`src/nearest_neighbor_scaled_blit_walker_defines.svh`:
```
// ----------------------------------------------------------------------------
// Blit walker assertion macros
// Concurrent assertion wrappers, compiled out for synthesis.
// ----------------------------------------------------------------------------
`ifndef NEAREST_NEIGHBOR_SCALED_BLIT_WALKER_DEFINES_SVH
`define NEAREST_NEIGHBOR_SCALED_BLIT_WALKER_DEFINES_SVH

`ifndef SYNTHESIS
// property holds in the same cycle
`define NNSB_ASSERT(lbl, clk, rst_n, prop) \
    lbl: assert property (@(posedge clk) disable iff (!rst_n) (prop)) \
        else $error("nnsb assertion failed");
// antecedent implies consequent in the following cycle
`define NNSB_ASSERT_NEXT(lbl, clk, rst_n, ante, cons) \
    lbl: assert property (@(posedge clk) disable iff (!rst_n) (ante) |=> (cons)) \
        else $error("nnsb assertion failed");
`else
`define NNSB_ASSERT(lbl, clk, rst_n, prop)
`define NNSB_ASSERT_NEXT(lbl, clk, rst_n, ante, cons)
`endif

`endif

```
`src/nnsb_pkg.sv`:
```
// ----------------------------------------------------------------------------
// nnsb_pkg
// Shared widths, register indexes and controller/datapath types.
// ----------------------------------------------------------------------------
package nnsb_pkg;

    localparam int COORD_W  = 12;
    localparam int SIZE_W   = 13;
    localparam int PROD_W   = COORD_W + SIZE_W;
    localparam int STEP_W   = $clog2(PROD_W);
    localparam int IDX_W    = 3;
    localparam int IN_TDATA_W  = 8;
    localparam int OUT_TDATA_W = 56;
    localparam int OUT_PAD_W   = OUT_TDATA_W - 2 * COORD_W - 2 * SIZE_W;

    // configuration register indexes
    localparam logic [IDX_W-1:0] REG_CORNER_A_X    = 3'd0;
    localparam logic [IDX_W-1:0] REG_CORNER_A_Y    = 3'd1;
    localparam logic [IDX_W-1:0] REG_CORNER_B_X    = 3'd2;
    localparam logic [IDX_W-1:0] REG_CORNER_B_Y    = 3'd3;
    localparam logic [IDX_W-1:0] REG_SOURCE_WIDTH  = 3'd4;
    localparam logic [IDX_W-1:0] REG_SOURCE_HEIGHT = 3'd5;
    localparam logic [IDX_W-1:0] REG_DEST_WIDTH    = 3'd6;
    localparam logic [IDX_W-1:0] REG_DEST_HEIGHT   = 3'd7;

    typedef enum logic [1:0] {
        ST_IDLE,
        ST_PREP,
        ST_DIV,
        ST_OUT
    } state_t;

    typedef struct packed {
        logic take;      // input item accepted this cycle
        logic prep;      // form products, pixel coordinates, load dividers
        logic div_step;  // one quotient bit
        logic load_out;  // load output register
    } cmd_t;

    typedef struct packed {
        logic idle_item; // current input yields the idle/empty result
        logic out_free;  // output register can take a new item
    } status_t;

endpackage

```
`src/nearest_neighbor_scaled_blit_walker.sv`:
```
// ----------------------------------------------------------------------------
// nearest_neighbor_scaled_blit_walker
// Sequence: a pixel item is accepted, then setup (ST_PREP), 25 divide steps
//   (ST_DIV) and the output load (ST_OUT); an idle item goes straight to the load.
// A new item is accepted only after the output load of the last one, which
//   waits for a free output register; the bit-serial x and y dividers run in parallel.
// Reset: asynchronous active-low; registers go to corners 0, sizes 1, no walk.
// ----------------------------------------------------------------------------
module nearest_neighbor_scaled_blit_walker
#(
    parameter int MAX_DIM = 4096
)
(
    input  logic                                  clk,
    input  logic                                  rst_n,
    input  logic                                  s_axis_tvalid,
    output logic                                  s_axis_tready,
    input  logic [nnsb_pkg::IN_TDATA_W-1:0]       s_axis_tdata,  // [0] restart
    output logic                                  m_axis_tvalid,
    input  logic                                  m_axis_tready,
    // [11:0] src_x, [23:12] src_y, [36:24] dst_x, [49:37] dst_y
    output logic [nnsb_pkg::OUT_TDATA_W-1:0]      m_axis_tdata,
    output logic                                  m_axis_tuser,  // [0] write_enable
    output logic                                  m_axis_tlast,
    input  logic                                  cfg_valid,
    output logic                                  cfg_ready,
    input  logic [nnsb_pkg::IDX_W-1:0]            cfg_index,
    input  logic [nnsb_pkg::SIZE_W-1:0]           cfg_data
);

    nnsb_pkg::cmd_t               cmd;
    nnsb_pkg::status_t            stat;
    logic [nnsb_pkg::COORD_W-1:0] src_x, src_y;
    logic [nnsb_pkg::SIZE_W-1:0]  dst_x, dst_y;

    assign cfg_ready = 1'b1;

    nnsb_ctrl u_ctrl
    (
        .clk      (clk),
        .rst_n    (rst_n),
        .in_valid (s_axis_tvalid),
        .in_ready (s_axis_tready),
        .stat     (stat),
        .cmd      (cmd)
    );

    nnsb_dp #(
        .MAX_DIM (MAX_DIM)
    ) u_dp
    (
        .clk          (clk),
        .rst_n        (rst_n),
        .cmd          (cmd),
        .stat         (stat),
        .restart      (s_axis_tdata[0]),
        .cfg_write    (cfg_valid && cfg_ready),
        .cfg_index    (cfg_index),
        .cfg_data     (cfg_data),
        .out_ready    (m_axis_tready),
        .out_valid    (m_axis_tvalid),
        .src_x        (src_x),
        .src_y        (src_y),
        .dst_x        (dst_x),
        .dst_y        (dst_y),
        .write_enable (m_axis_tuser),
        .last         (m_axis_tlast)
    );

    assign m_axis_tdata = {{nnsb_pkg::OUT_PAD_W{1'b0}}, dst_y, dst_x, src_y, src_x};

endmodule

```
`src/nnsb_div.sv`:
```
// ----------------------------------------------------------------------------
// nnsb_div
// Restoring divider, one quotient bit per step; keeps the low quotient bits.
// ----------------------------------------------------------------------------
module nnsb_div
(
    input  logic                             clk,
    input  logic                             rst_n,
    input  logic                             load,
    input  logic                             step,
    input  logic [nnsb_pkg::PROD_W-1:0]      dividend,
    input  logic [nnsb_pkg::COORD_W-1:0]     divisor,
    output logic [nnsb_pkg::COORD_W-1:0]     quotient
);

    logic [nnsb_pkg::PROD_W-1:0]  dvd_reg, dvd_next;
    logic [nnsb_pkg::COORD_W-1:0] dsr_reg, dsr_next;
    logic [nnsb_pkg::COORD_W-1:0] rem_reg, rem_next;
    logic [nnsb_pkg::COORD_W-1:0] quo_reg, quo_next;
    logic [nnsb_pkg::COORD_W:0]   trial;
    logic [nnsb_pkg::COORD_W:0]   diff;
    logic                         fits;

    // remainder stays below divisor, so it fits the divisor width
    assign trial = {rem_reg, dvd_reg[nnsb_pkg::PROD_W-1]};
    assign diff  = trial - {1'b0, dsr_reg};
    assign fits  = (trial >= {1'b0, dsr_reg});

    always_comb
    begin
        dvd_next = dvd_reg;
        dsr_next = dsr_reg;
        rem_next = rem_reg;
        quo_next = quo_reg;
        if (load)
        begin
            dvd_next = dividend;
            dsr_next = divisor;
            rem_next = '0;
            quo_next = '0;
        end
        else if (step)
        begin
            dvd_next = {dvd_reg[nnsb_pkg::PROD_W-2:0], 1'b0};
            rem_next = fits ? diff[nnsb_pkg::COORD_W-1:0] : trial[nnsb_pkg::COORD_W-1:0];
            quo_next = {quo_reg[nnsb_pkg::COORD_W-2:0], fits};
        end
    end

    always_ff @(posedge clk or negedge rst_n)
    begin
        if (!rst_n)
        begin
            rem_reg <= '0;
            quo_reg <= '0;
        end
        else
        begin
            rem_reg <= rem_next;
            quo_reg <= quo_next;
        end
    end

    always_ff @(posedge clk)
    begin
        dvd_reg <= dvd_next;
        dsr_reg <= dsr_next;
    end

    assign quotient = quo_reg;

endmodule

```
`src/nnsb_dp.sv`:
```
// ----------------------------------------------------------------------------
// nnsb_dp
// Datapath: configuration registers, walk counters, product and divide
// units, output register.
// ----------------------------------------------------------------------------
`include "nearest_neighbor_scaled_blit_walker_defines.svh"

module nnsb_dp
#(
    parameter int MAX_DIM = 4096
)
(
    input  logic                                clk,
    input  logic                                rst_n,
    input  nnsb_pkg::cmd_t                      cmd,
    output nnsb_pkg::status_t                   stat,
    input  logic                                restart,
    input  logic                                cfg_write,
    input  logic [nnsb_pkg::IDX_W-1:0]          cfg_index,
    input  logic [nnsb_pkg::SIZE_W-1:0]         cfg_data,
    input  logic                                out_ready,
    output logic                                out_valid,
    output logic [nnsb_pkg::COORD_W-1:0]        src_x,
    output logic [nnsb_pkg::COORD_W-1:0]        src_y,
    output logic [nnsb_pkg::SIZE_W-1:0]         dst_x,
    output logic [nnsb_pkg::SIZE_W-1:0]         dst_y,
    output logic                                write_enable,
    output logic                                last
);

    localparam int SIZE_MAX = (1 << nnsb_pkg::SIZE_W) - 1;
    localparam int SIZE_CAP = (MAX_DIM > SIZE_MAX) ? SIZE_MAX : MAX_DIM;
    localparam logic [nnsb_pkg::SIZE_W-1:0] CAP = nnsb_pkg::SIZE_W'(SIZE_CAP);

    // configuration
    logic [nnsb_pkg::COORD_W-1:0] ax_reg, ay_reg, bx_reg, by_reg;
    logic [nnsb_pkg::SIZE_W-1:0]  sw_reg, sh_reg, dw_reg, dh_reg;

    // walk state
    logic [nnsb_pkg::COORD_W-1:0] col_reg, col_next;
    logic [nnsb_pkg::COORD_W-1:0] row_reg, row_next;
    logic                         done_reg, done_next;
    logic                         idle_reg, idle_next;

    // per-pixel results
    logic [nnsb_pkg::SIZE_W-1:0]  dx_reg, dy_reg;
    logic                         we_reg, fin_reg;
    logic                         ov_reg, ov_next;
    logic [nnsb_pkg::COORD_W-1:0] osx_reg, osy_reg;
    logic [nnsb_pkg::SIZE_W-1:0]  odx_reg, ody_reg;
    logic                         owe_reg, olast_reg;

    logic [nnsb_pkg::COORD_W-1:0] w, h, x0, y0, col_inc;
    logic [nnsb_pkg::SIZE_W-1:0]  sx, sy, dx, dy;
    logic [nnsb_pkg::PROD_W-1:0]  prod_x, prod_y;
    logic [nnsb_pkg::COORD_W-1:0] qx, qy;
    logic                         fin, idle_case;

    function automatic logic [nnsb_pkg::SIZE_W-1:0] size_less_one(
        input logic [nnsb_pkg::SIZE_W-1:0] s,
        input logic [nnsb_pkg::SIZE_W-1:0] cap
    );
        logic [nnsb_pkg::SIZE_W-1:0] c;
        c = (s == '0) ? nnsb_pkg::SIZE_W'(1) : ((s > cap) ? cap : s);
        return c - nnsb_pkg::SIZE_W'(1);
    endfunction

    always_ff @(posedge clk or negedge rst_n)
    begin
        if (!rst_n)
        begin
            ax_reg <= '0;
            ay_reg <= '0;
            bx_reg <= '0;
            by_reg <= '0;
            sw_reg <= nnsb_pkg::SIZE_W'(1);
            sh_reg <= nnsb_pkg::SIZE_W'(1);
            dw_reg <= nnsb_pkg::SIZE_W'(1);
            dh_reg <= nnsb_pkg::SIZE_W'(1);
        end
        else if (cfg_write)
        begin
            unique case (cfg_index)
                nnsb_pkg::REG_CORNER_A_X:    ax_reg <= cfg_data[nnsb_pkg::COORD_W-1:0];
                nnsb_pkg::REG_CORNER_A_Y:    ay_reg <= cfg_data[nnsb_pkg::COORD_W-1:0];
                nnsb_pkg::REG_CORNER_B_X:    bx_reg <= cfg_data[nnsb_pkg::COORD_W-1:0];
                nnsb_pkg::REG_CORNER_B_Y:    by_reg <= cfg_data[nnsb_pkg::COORD_W-1:0];
                nnsb_pkg::REG_SOURCE_WIDTH:  sw_reg <= cfg_data;
                nnsb_pkg::REG_SOURCE_HEIGHT: sh_reg <= cfg_data;
                nnsb_pkg::REG_DEST_WIDTH:    dw_reg <= cfg_data;
                nnsb_pkg::REG_DEST_HEIGHT:   dh_reg <= cfg_data;
                default: ;
            endcase
        end
    end

    assign w  = (ax_reg > bx_reg) ? ax_reg - bx_reg : bx_reg - ax_reg;
    assign h  = (ay_reg > by_reg) ? ay_reg - by_reg : by_reg - ay_reg;
    assign x0 = (ax_reg < bx_reg) ? ax_reg : bx_reg;
    assign y0 = (ay_reg < by_reg) ? ay_reg : by_reg;

    assign idle_case = (!restart && done_reg) || (w == '0) || (h == '0);
    assign col_inc   = col_reg + nnsb_pkg::COORD_W'(1);

    assign sx     = size_less_one(sw_reg, CAP);
    assign sy     = size_less_one(sh_reg, CAP);
    assign prod_x = nnsb_pkg::PROD_W'(col_reg) * nnsb_pkg::PROD_W'(sx);
    assign prod_y = nnsb_pkg::PROD_W'(row_reg) * nnsb_pkg::PROD_W'(sy);
    assign dx     = {1'b0, x0} + {1'b0, col_reg};
    assign dy     = {1'b0, y0} + {1'b0, row_reg};
    assign fin    = (col_reg == w - nnsb_pkg::COORD_W'(1)) &&
                    (row_reg >= h - nnsb_pkg::COORD_W'(1));

    always_comb
    begin
        col_next  = col_reg;
        row_next  = row_reg;
        done_next = done_reg;
        idle_next = idle_reg;
        if (cmd.take)
        begin
            idle_next = idle_case;
            if (idle_case)
            begin
                done_next = 1'b1;
            end
            else if (restart)
            begin
                col_next  = '0;
                row_next  = '0;
                done_next = 1'b0;
            end
            else if (col_inc >= w)
            begin
                col_next = '0;
                row_next = row_reg + nnsb_pkg::COORD_W'(1);
            end
            else
            begin
                col_next = col_inc;
            end
        end
        else if (cmd.prep && fin)
        begin
            done_next = 1'b1;
        end
    end

    always_ff @(posedge clk or negedge rst_n)
    begin
        if (!rst_n)
        begin
            col_reg  <= '0;
            row_reg  <= '0;
            done_reg <= 1'b1;
            idle_reg <= 1'b0;
        end
        else
        begin
            col_reg  <= col_next;
            row_reg  <= row_next;
            done_reg <= done_next;
            idle_reg <= idle_next;
        end
    end

    always_ff @(posedge clk)
    begin
        if (cmd.prep)
        begin
            dx_reg  <= dx;
            dy_reg  <= dy;
            we_reg  <= (dx < dw_reg) && (dy < dh_reg);
            fin_reg <= fin;
        end
    end

    nnsb_div u_div_x
    (
        .clk      (clk),
        .rst_n    (rst_n),
        .load     (cmd.prep),
        .step     (cmd.div_step),
        .dividend (prod_x),
        .divisor  (w),
        .quotient (qx)
    );

    nnsb_div u_div_y
    (
        .clk      (clk),
        .rst_n    (rst_n),
        .load     (cmd.prep),
        .step     (cmd.div_step),
        .dividend (prod_y),
        .divisor  (h),
        .quotient (qy)
    );

    // output register
    assign ov_next = cmd.load_out ? 1'b1 : (out_ready ? 1'b0 : ov_reg);

    always_ff @(posedge clk or negedge rst_n)
    begin
        if (!rst_n)
        begin
            ov_reg <= 1'b0;
        end
        else
        begin
            ov_reg <= ov_next;
        end
    end

    always_ff @(posedge clk)
    begin
        if (cmd.load_out)
        begin
            if (idle_reg)
            begin
                osx_reg   <= '0;
                osy_reg   <= '0;
                odx_reg   <= '0;
                ody_reg   <= '0;
                owe_reg   <= 1'b0;
                olast_reg <= 1'b1;
            end
            else
            begin
                osx_reg   <= qx;
                osy_reg   <= qy;
                odx_reg   <= dx_reg;
                ody_reg   <= dy_reg;
                owe_reg   <= we_reg;
                olast_reg <= fin_reg;
            end
        end
    end

    assign stat.idle_item = idle_case;
    assign stat.out_free  = !ov_reg || out_ready;

    assign out_valid    = ov_reg;
    assign src_x        = osx_reg;
    assign src_y        = osy_reg;
    assign dst_x        = odx_reg;
    assign dst_y        = ody_reg;
    assign write_enable = owe_reg;
    assign last         = olast_reg;

    `NNSB_ASSERT(a_load_when_free, clk, rst_n, !cmd.load_out || stat.out_free)
    `NNSB_ASSERT_NEXT(a_idle_item_last, clk, rst_n, cmd.load_out && idle_reg,
        out_valid && last && !write_enable)
    `NNSB_ASSERT_NEXT(a_fin_ends_walk, clk, rst_n, cmd.prep && fin, done_reg)

endmodule

```
`src/nnsb_ctrl.sv`:
```
// ----------------------------------------------------------------------------
// nnsb_ctrl
// Controller: input handshake, sequencing of product, divide and output load.
// ----------------------------------------------------------------------------
`include "nearest_neighbor_scaled_blit_walker_defines.svh"

module nnsb_ctrl
(
    input  logic               clk,
    input  logic               rst_n,
    input  logic               in_valid,
    output logic               in_ready,
    input  nnsb_pkg::status_t  stat,
    output nnsb_pkg::cmd_t     cmd
);

    localparam logic [nnsb_pkg::STEP_W-1:0] LAST_STEP = nnsb_pkg::STEP_W'(nnsb_pkg::PROD_W - 1);

    nnsb_pkg::state_t             state_reg, state_next;
    logic [nnsb_pkg::STEP_W-1:0]  step_reg, step_next;
    logic                         take;

    assign take = in_valid && in_ready;

    always_comb
    begin
        state_next = state_reg;
        unique case (state_reg)
            nnsb_pkg::ST_IDLE:
            begin
                if (in_valid)
                begin
                    state_next = stat.idle_item ? nnsb_pkg::ST_OUT : nnsb_pkg::ST_PREP;
                end
            end
            nnsb_pkg::ST_PREP: state_next = nnsb_pkg::ST_DIV;
            nnsb_pkg::ST_DIV:
            begin
                if (step_reg == LAST_STEP)
                begin
                    state_next = nnsb_pkg::ST_OUT;
                end
            end
            nnsb_pkg::ST_OUT:
            begin
                if (stat.out_free)
                begin
                    state_next = nnsb_pkg::ST_IDLE;
                end
            end
            default: state_next = nnsb_pkg::ST_IDLE;
        endcase
    end

    always_comb
    begin
        in_ready     = 1'b0;
        cmd          = '0;
        step_next    = step_reg;
        unique case (state_reg)
            nnsb_pkg::ST_IDLE:
            begin
                in_ready = 1'b1;
                cmd.take = take;
            end
            nnsb_pkg::ST_PREP:
            begin
                cmd.prep  = 1'b1;
                step_next = '0;
            end
            nnsb_pkg::ST_DIV:
            begin
                cmd.div_step = 1'b1;
                step_next    = step_reg + nnsb_pkg::STEP_W'(1);
            end
            nnsb_pkg::ST_OUT:
            begin
                cmd.load_out = stat.out_free;
            end
            default: ;
        endcase
    end

    always_ff @(posedge clk or negedge rst_n)
    begin
        if (!rst_n)
        begin
            state_reg <= nnsb_pkg::ST_IDLE;
            step_reg  <= '0;
        end
        else
        begin
            state_reg <= state_next;
            step_reg  <= step_next;
        end
    end

    `NNSB_ASSERT_NEXT(a_prep_to_div, clk, rst_n, state_reg == nnsb_pkg::ST_PREP,
        state_reg == nnsb_pkg::ST_DIV && step_reg == '0)
    `NNSB_ASSERT_NEXT(a_div_runs, clk, rst_n,
        state_reg == nnsb_pkg::ST_DIV && step_reg != LAST_STEP,
        state_reg == nnsb_pkg::ST_DIV && step_reg == $past(step_reg) + nnsb_pkg::STEP_W'(1))
    `NNSB_ASSERT(a_take_only_idle, clk, rst_n,
        !(cmd.take || in_ready) || state_reg == nnsb_pkg::ST_IDLE)

endmodule
```
`config.mk`:
```
export PLATFORM = sky130hd
export DESIGN_NAME = nearest_neighbor_scaled_blit_walker
export DESIGN_NICKNAME = d
export VERILOG_FILES = /design/src/nnsb_pkg.sv /design/src/nearest_neighbor_scaled_blit_walker.sv /design/src/nnsb_div.sv /design/src/nnsb_dp.sv /design/src/nnsb_ctrl.sv
export VERILOG_INCLUDE_DIRS = /design/src /design/src/src
export SDC_FILE = /design/constraint.sdc
export NUM_CORES = 1
export LEC_CHECK = 0
export BUFFER_PORTS_ARGS = -buffer_cell sky130_fd_sc_hd__buf_4
export CAP_MARGIN = 0
export CORE_MARGIN = 3
export CORE_UTILIZATION = 54
export DETAILED_ROUTE_END_ITERATION = 6
export PLACE_DENSITY = 0.74
export SYNTH_ARGS = -nofsm -noshare
export SYNTH_HDL_FRONTEND = slang
export SYNTH_SLANG_ARGS = --single-unit
```
`constraint.sdc`:
```
create_clock -name clk -period 20.2 [get_ports clk]
set_clock_uncertainty 0.05 [all_clocks]
set_input_delay 5.05 -clock clk [delete_from_list [all_inputs] [get_ports clk]]
set_output_delay 5.05 -clock clk [all_outputs]
set_load 0.05 [all_outputs]
```
======== Yosys cells after proc, flatten, opt, wreduce, memory -nomap -nowiden ========
Index checks and enable logic that the tools add are counted.
word-level totals
  register bits ........................... 336
  input bits .............................. 29
  output and inout bits ................... 61
cells by class
  add/sub/neg operators ................... 15
  multipliers ............................. 2
  order comparisons ....................... 12
  equality and inequality tests ........... 16
  multiplexer cells ....................... 43
  bitwise gates (word level) .............. 1
  reduce and logical (&&, ||, !) cells .... 33
operators with widths
  operator                                               count
  two-way mux 12 bit                                     18
  two-way mux 25 bit                                     4
  subtractor 12 bit                                      6
  two-way mux 13 bit                                     4
  multiplier 12 x 13 -> 25 bit                           2
  adder 12 x 12 -> 13 bit                                2
  >= comparator 13 x 12 -> 1 bit                         2
  greater-than comparator 13 bit, second input constant  2
  logical NOT 13 bit                                     2
  < comparator 13 bit                                    2
  subtractor 13 x 1 -> 13 bit, second input constant     2
  adder 12 x 1 -> 12 bit, second input constant          2
  >= comparator 12 bit                                   2
  greater-than comparator 12 bit                         2
  logical NOT 12 bit                                     2
  < comparator 12 bit                                    2
  subtractor 12 x 1 -> 12 bit, second input constant     2
  AND reduction 2 bit                                    10
  equality test 12 bit                                   1
  equality test 3 bit, second input constant             4
  two-way mux 1 bit                                      11
  one-hot mux 5 bit (2 select lines)                     1
  nonzero test 2 bit                                     5
  two-way mux 2 bit                                      4
  other kinds (17)                                       28

======== Logic depth before layout (Yosys ltp) ========
  depth in word-level cells ............... 8
  mapped depth ............................ 36
  gate-level depth less buffers ........... 34

======== Cells and area by module ========
A second synthesis with hierarchy kept.
second synthesis, totals
  cells, all modules ...................... 3115
  area, all modules ....................... 30271.5 um2
modules (own cells, without submodules)
  module                               instances  cells an instance  area each (um2)
  nnsb_dp                              1          2554               23388.7
  nnsb_div                             2          252                3179.3
  nnsb_ctrl                            1          48                 464.2
  nearest_neighbor_scaled_blit_walker  1          9                  60.1

======== Worst setup path after synthesis ========
Ideal clock, no wire load.
  path kind ............................... flip-flop to flip-flop
  from .................................... register u_dp.sh_reg[3] in the netlist's numbering
  to ...................................... register u_dp.u_div_y.dvd_reg[24] in the netlist's numbering, data pin
  library setup time ...................... 0.136 ns
  arrival time ............................ 7.652 ns
  path slack .............................. 12.362 ns
  cell stages (with the launch flop) ...... 32
  path buffers ............................ 2
  path through ............................ dfrtp_1 -> nor4_1 -> nand2_1 -> or3_1 -> nor3_1 -> nor2_1 -> nor2_1 -> inv_1 -> clkbuf_1 -> ha_1 -> inv_1 -> nor4b_1 -> o32ai_1 -> clkbuf_1 -> nand2_1 -> fa_1 -> fa_1 -> inv_1 -> fa_1 -> fa_1 -> inv_1 -> fa_1 -> inv_1 -> ha_1 -> a21oi_1 -> a21boi_0 -> o31ai_1 -> a21o_1 -> a41oi_1 -> nor2_1 -> or4b_2 -> nand3_1
on the way
  cells in the longest elaborated chain, start to end .. 6
  elaborated cells between the ends (all ways) .. 7
  those cells by class .................... 1 x add/sub; 1 x mul; 1 x order compare; 3 x mux; 1 x reduce/logical
ends and longest elaborated chain
  item                                RTL line        source
  start, declared                     nnsb_dp.sv:37   logic [nnsb_pkg::SIZE_W-1:0] sw_reg, sh_reg, dw_reg, dh_reg;
  start signal, assigned              nnsb_dp.sv:77   sh_reg <= nnsb_pkg::SIZE_W'(1);
  start signal, assigned              nnsb_dp.sv:89   nnsb_pkg::REG_SOURCE_HEIGHT: sh_reg <= cfg_data;
  greater-than comparator 13 bit      nnsb_dp.sv:64   c = (s == '0) ? nnsb_pkg::SIZE_W'(1) : ((s > cap) ? cap : s);
  two-way mux 13 bit                  nnsb_dp.sv:64
  two-way mux 13 bit *                nnsb_dp.sv:64
  subtractor 13 x 1 -> 13 bit *       nnsb_dp.sv:65   return c - nnsb_pkg::SIZE_W'(1);
  multiplier 12 x 13 -> 25 bit *      nnsb_dp.sv:108  assign prod_y = nnsb_pkg::PROD_W'(row_reg) * nnsb_pkg::PROD_W'(sy);
  two-way mux 25 bit *                nnsb_div.sv:35  if (load)
  net u_dp.u_div_y.dvd_next, one bit  nnsb_div.sv:16  logic [nnsb_pkg::PROD_W-1:0] dvd_reg, dvd_next;
  end signal, assigned                nnsb_div.sv:66  dvd_reg <= dvd_next;
  end, declared                       nnsb_div.sv:16
The timed path passes the listed nets; every way through them passes the cells marked *.
A chain may end at the register's enable or synchronous reset.

======== Final worst setup path ========
Ends and elaborated chain as after synthesis.

==> impl_metrics.tcl <==
set metrics [dict create \
    status "finished, final reports clean" \
    final.period_utilization_pct 46.6 \
    grt_pass1_wl_um 116000 \
    async_reset_ff_share_pct 54.2 \
    effective_utilization_at_floorplan_pct 55.1 \
    netlist.area_leader.share_pct 15.4 \
    nNetsFinal 3690 \
    report.power.total_mw 4.00 \
    cp.arrival_ps 9800 \
    worst_setup_path_startpoint "u_dp.sh_reg[3]" \
    cts_htree_levels 2 \
    yosys_warnings 0 \
    finalSetupViolations 0 \
    synth_top_cells_by_area "edfxtp_1, fa_1, dfrtp_1, ha_1, inv_1" \
    timing_worst_setup_path_type "register to register" \
    max-vdd-ir-drop_v 0.000119 \
    grt_pass1_vias 23000 \
    worst_slew_margin_relative_to_its_limit_pct 16.0 \
    floorplan.rows 85 \
    globalRouteTotalUtil_pct 24.0 \
    hold_path_class "register to register" \
    timing.rr.start "u_dp.sh_reg[3]" \
    clock_tree_buffer_depth 3 \
    antenna_found_initial 2 \
    synth_enable_flop_cells 154 \
    crit_path_max_incr_delay_ps 930 \
    tritoncts_clock_tree "done" \
    multi_input_comb_area_um2 18400 \
    synth_flop_cell "dfrtp_1" \
    detail_route.drc_violations 0 \
    critPathMaxFanout 12 \
    avgRoutedWirePerCell_um 17.8 \
    syn_inst 3160 \
    dr_total_vias 22100 \
    globalplace.congestion 0.928 \
    min_delay_path_depth 1 \
    timing.reg2reg.setup_slack_ps 10790 \
    io_port_bufs 75 \
    postCtsResizedCells 0 \
    die_x_extent_um 242 \
    critPathCaptureType "register" \
    fillCellCount 4524 \
    relative_area_change_from_synthesis_to_final_layout_pct 7.82 \
    clk_pin_slew_ps 60 \
    regArea_um2 9190 \
    die_area_um2 58400 \
    postCtsHoldBufs 0 \
    worstReg2RegEnd "u_dp.u_div_y.dvd_reg[24]" \
    synth_cell_types 98 \
    timing_worst_slew_pin_value_ps 1250 \
    antennaDiodeCount 0 \
    detailedRoute.firstPassIterationCount 6 \
    cts_root_buffer "clkbuf_16" \
    hold_viol_final 0 \
    finalSetupTns_ps 0 \
    drtAntennaViolNets 0 \
    placedInstanceArea_um2 31000 \
    p_per_area_nw_per_um2 124 \
    critPathRequiredTime_ps 20590 \
    dpl.hpwl_um 51000 \
    synth_area_um2 30000 \
    final_design_area_no_fill_um2 32300 \
    routed_wirelength_um 69700 \
    numClockSinks 336 \
    critical_path.startpoint_type "register" \
    critPathSlowestCell "a21oi_1" \
    die_height_um 242 \
    clock_insertion_delay_worst_skew_ps 570 \
    max_cap_violations 0 \
    yosysTopAreaCell "edfxtp_1" \
    grt-ovfl-total 0 \
    crit_path_end "u_dp.u_div_y.dvd_reg[24]" \
    numCtsBuffers 40 \
    ys_ff_latch 336 \
    synth-seq-area-share_pct 30.6 \
    post_cts.repair.setup_buffers 0 \
    timing_limited_maximum_frequency_mhz 106 \
    ios 90 \
    grt_start_max_net_pins 114 \
    final_layout_size_suffix_gt1_share_pct 9.54 \
    drt-initial-drc-count 1398 \
    finalWorstSetupSlack_ps 10790 \
    leakagePower_nw 15.6 \
    reg2reg_path_depth 31 \
    dp_slack_ps 11000 \
    avgViaCountPerCell 5.63 \
    per_instance_average_area_after_synthesis_um2 9.48 \
    period_needed_ps 9410 \
    final-max-slew-violation-count 0 \
    rsz0062_at_grt "no" \
    core_um2 54300 \
]
-- worst max-delay path, delay by kind of cell, from the launching register on --
kind | cells | cell delay, ps
flops | 1 | 440
simple gates | 11 | 2860
fa+ha+maj | 7 | 3060
compound gates | 9 | 2470
buf+inv | 4 | 380
-- layout make-up --
cell class / count / area share (%)
Multi-Input combinational cell: 2189 / 56.8
Sequential cell: 336 / 28.4
Inverter: 498 / 5.79
Clock buffer: 51 / 3.29
Tap cell: 739 / 2.86
Timing Repair Buffer: 88 / 2.06
Clock inverter: 23 / 0.747
-- synth_stat cells (all sizes together) (16+ instances only) --
cell	instances
fa	228
nand2	314
clkbuf	110
o22ai	27
xnor2	71
ha	280
nor2	147
mux2	98
mux2i	16
nor3	28
a21oi	116
edfxtp	154
a21boi	20
nand2b	48
dfrtp	177
and2	122
nor2b	80
inv	496
a21o	51
buf	32
and3	20
nand3	63
o21ai	207
xor2	46
-- power by group --
| part | leakage (nW) | switching (mW) | internal [mW] |
|---|---|---|---|
| logic | 11.1 | 1.32 | 0.761 |
| clock network | 0.638 | 0.303 | 0.428 |
| registers | 3.79 | 0.154 | 1.04 |
-- how the worst min path moves through the flow --
stage	slack [ps]	endpoint	start
global route	470	u_dp.last	u_dp.fin_reg
finish	450	u_dp.last	u_dp.fin_reg
detailed placement	440	u_dp.last	u_dp.fin_reg
floorplan	430	u_dp.u_div_x.quotient[10]	u_dp.u_div_x.quotient[9]
CTS	450	u_dp.last	u_dp.fin_reg
global placement	430	u_dp.last	u_dp.fin_reg
-- metrics by stage --
stage | hold WS [ps] | cells | utilization, %
after floorplan | 428 | 3165 | -
after global placement | 433 | 3850 | 57.1
final | 454 | 3924 | 59.5
after CTS | 452 | 3924 | 59.5
after global routing | 466 | 3924 | 59.5
after detailed placement | 438 | 3850 | 57.1
-- cells by family (layout without fill, tap and decap cells) --
group	after synthesis	in the layout	share of synthesized area (%)
buffers and inverters	640	660	8.31
XOR/XNOR	118	118	3.57
AND/OR/NAND/NOR	891	891	14.6
adder cells (fa/ha/maj)	508	508	26.9
multiplexers	114	114	4.22
other	2	7	0.0251
flip-flops	336	336	30.6
AO/OA/AOI/OAI	551	551	11.7
-- layout by cell type, fill, tap and decap left out, types with 6 or more instances in the layout --
cell	instances
a211oi_1	13
a21boi_0	17
a21o_1	51
a21oi_1	115
a22o_1	6
a31oi_1	12
and2_1	121
and3_1	19
buf_4	87
clkbuf_1	10
clkbuf_16	41
clkinv_2	9
conb_1	7
dfrtp_1	176
edfxtp_1	154
fa_1	228
ha_1	278
inv_1	491
mux2_2	98
mux2i_1	16
nand2_1	314
nand2b_1	48
nand3_1	62
nand4_1	14
nor2_1	145
nor2b_1	80
nor3_1	26
nor4_1	11
o211ai_1	8
o21a_1	11
o21ai_0	192
o21ai_1	13
o21bai_1	6
o22ai_1	27
o31ai_1	12
or2_2	7
or3_1	10
xnor2_1	69
xor2_1	45
-- metal layers --
metal,share of wire (%),wire (µm),GRT usage [%]
met3,6.6,4600,4.11
met4,3.0,2090,8.40
met2,46,31900,39.0
met5,0.057,40,0
met1,45,31100,32.7
Power figures use the tool's default switching activity.
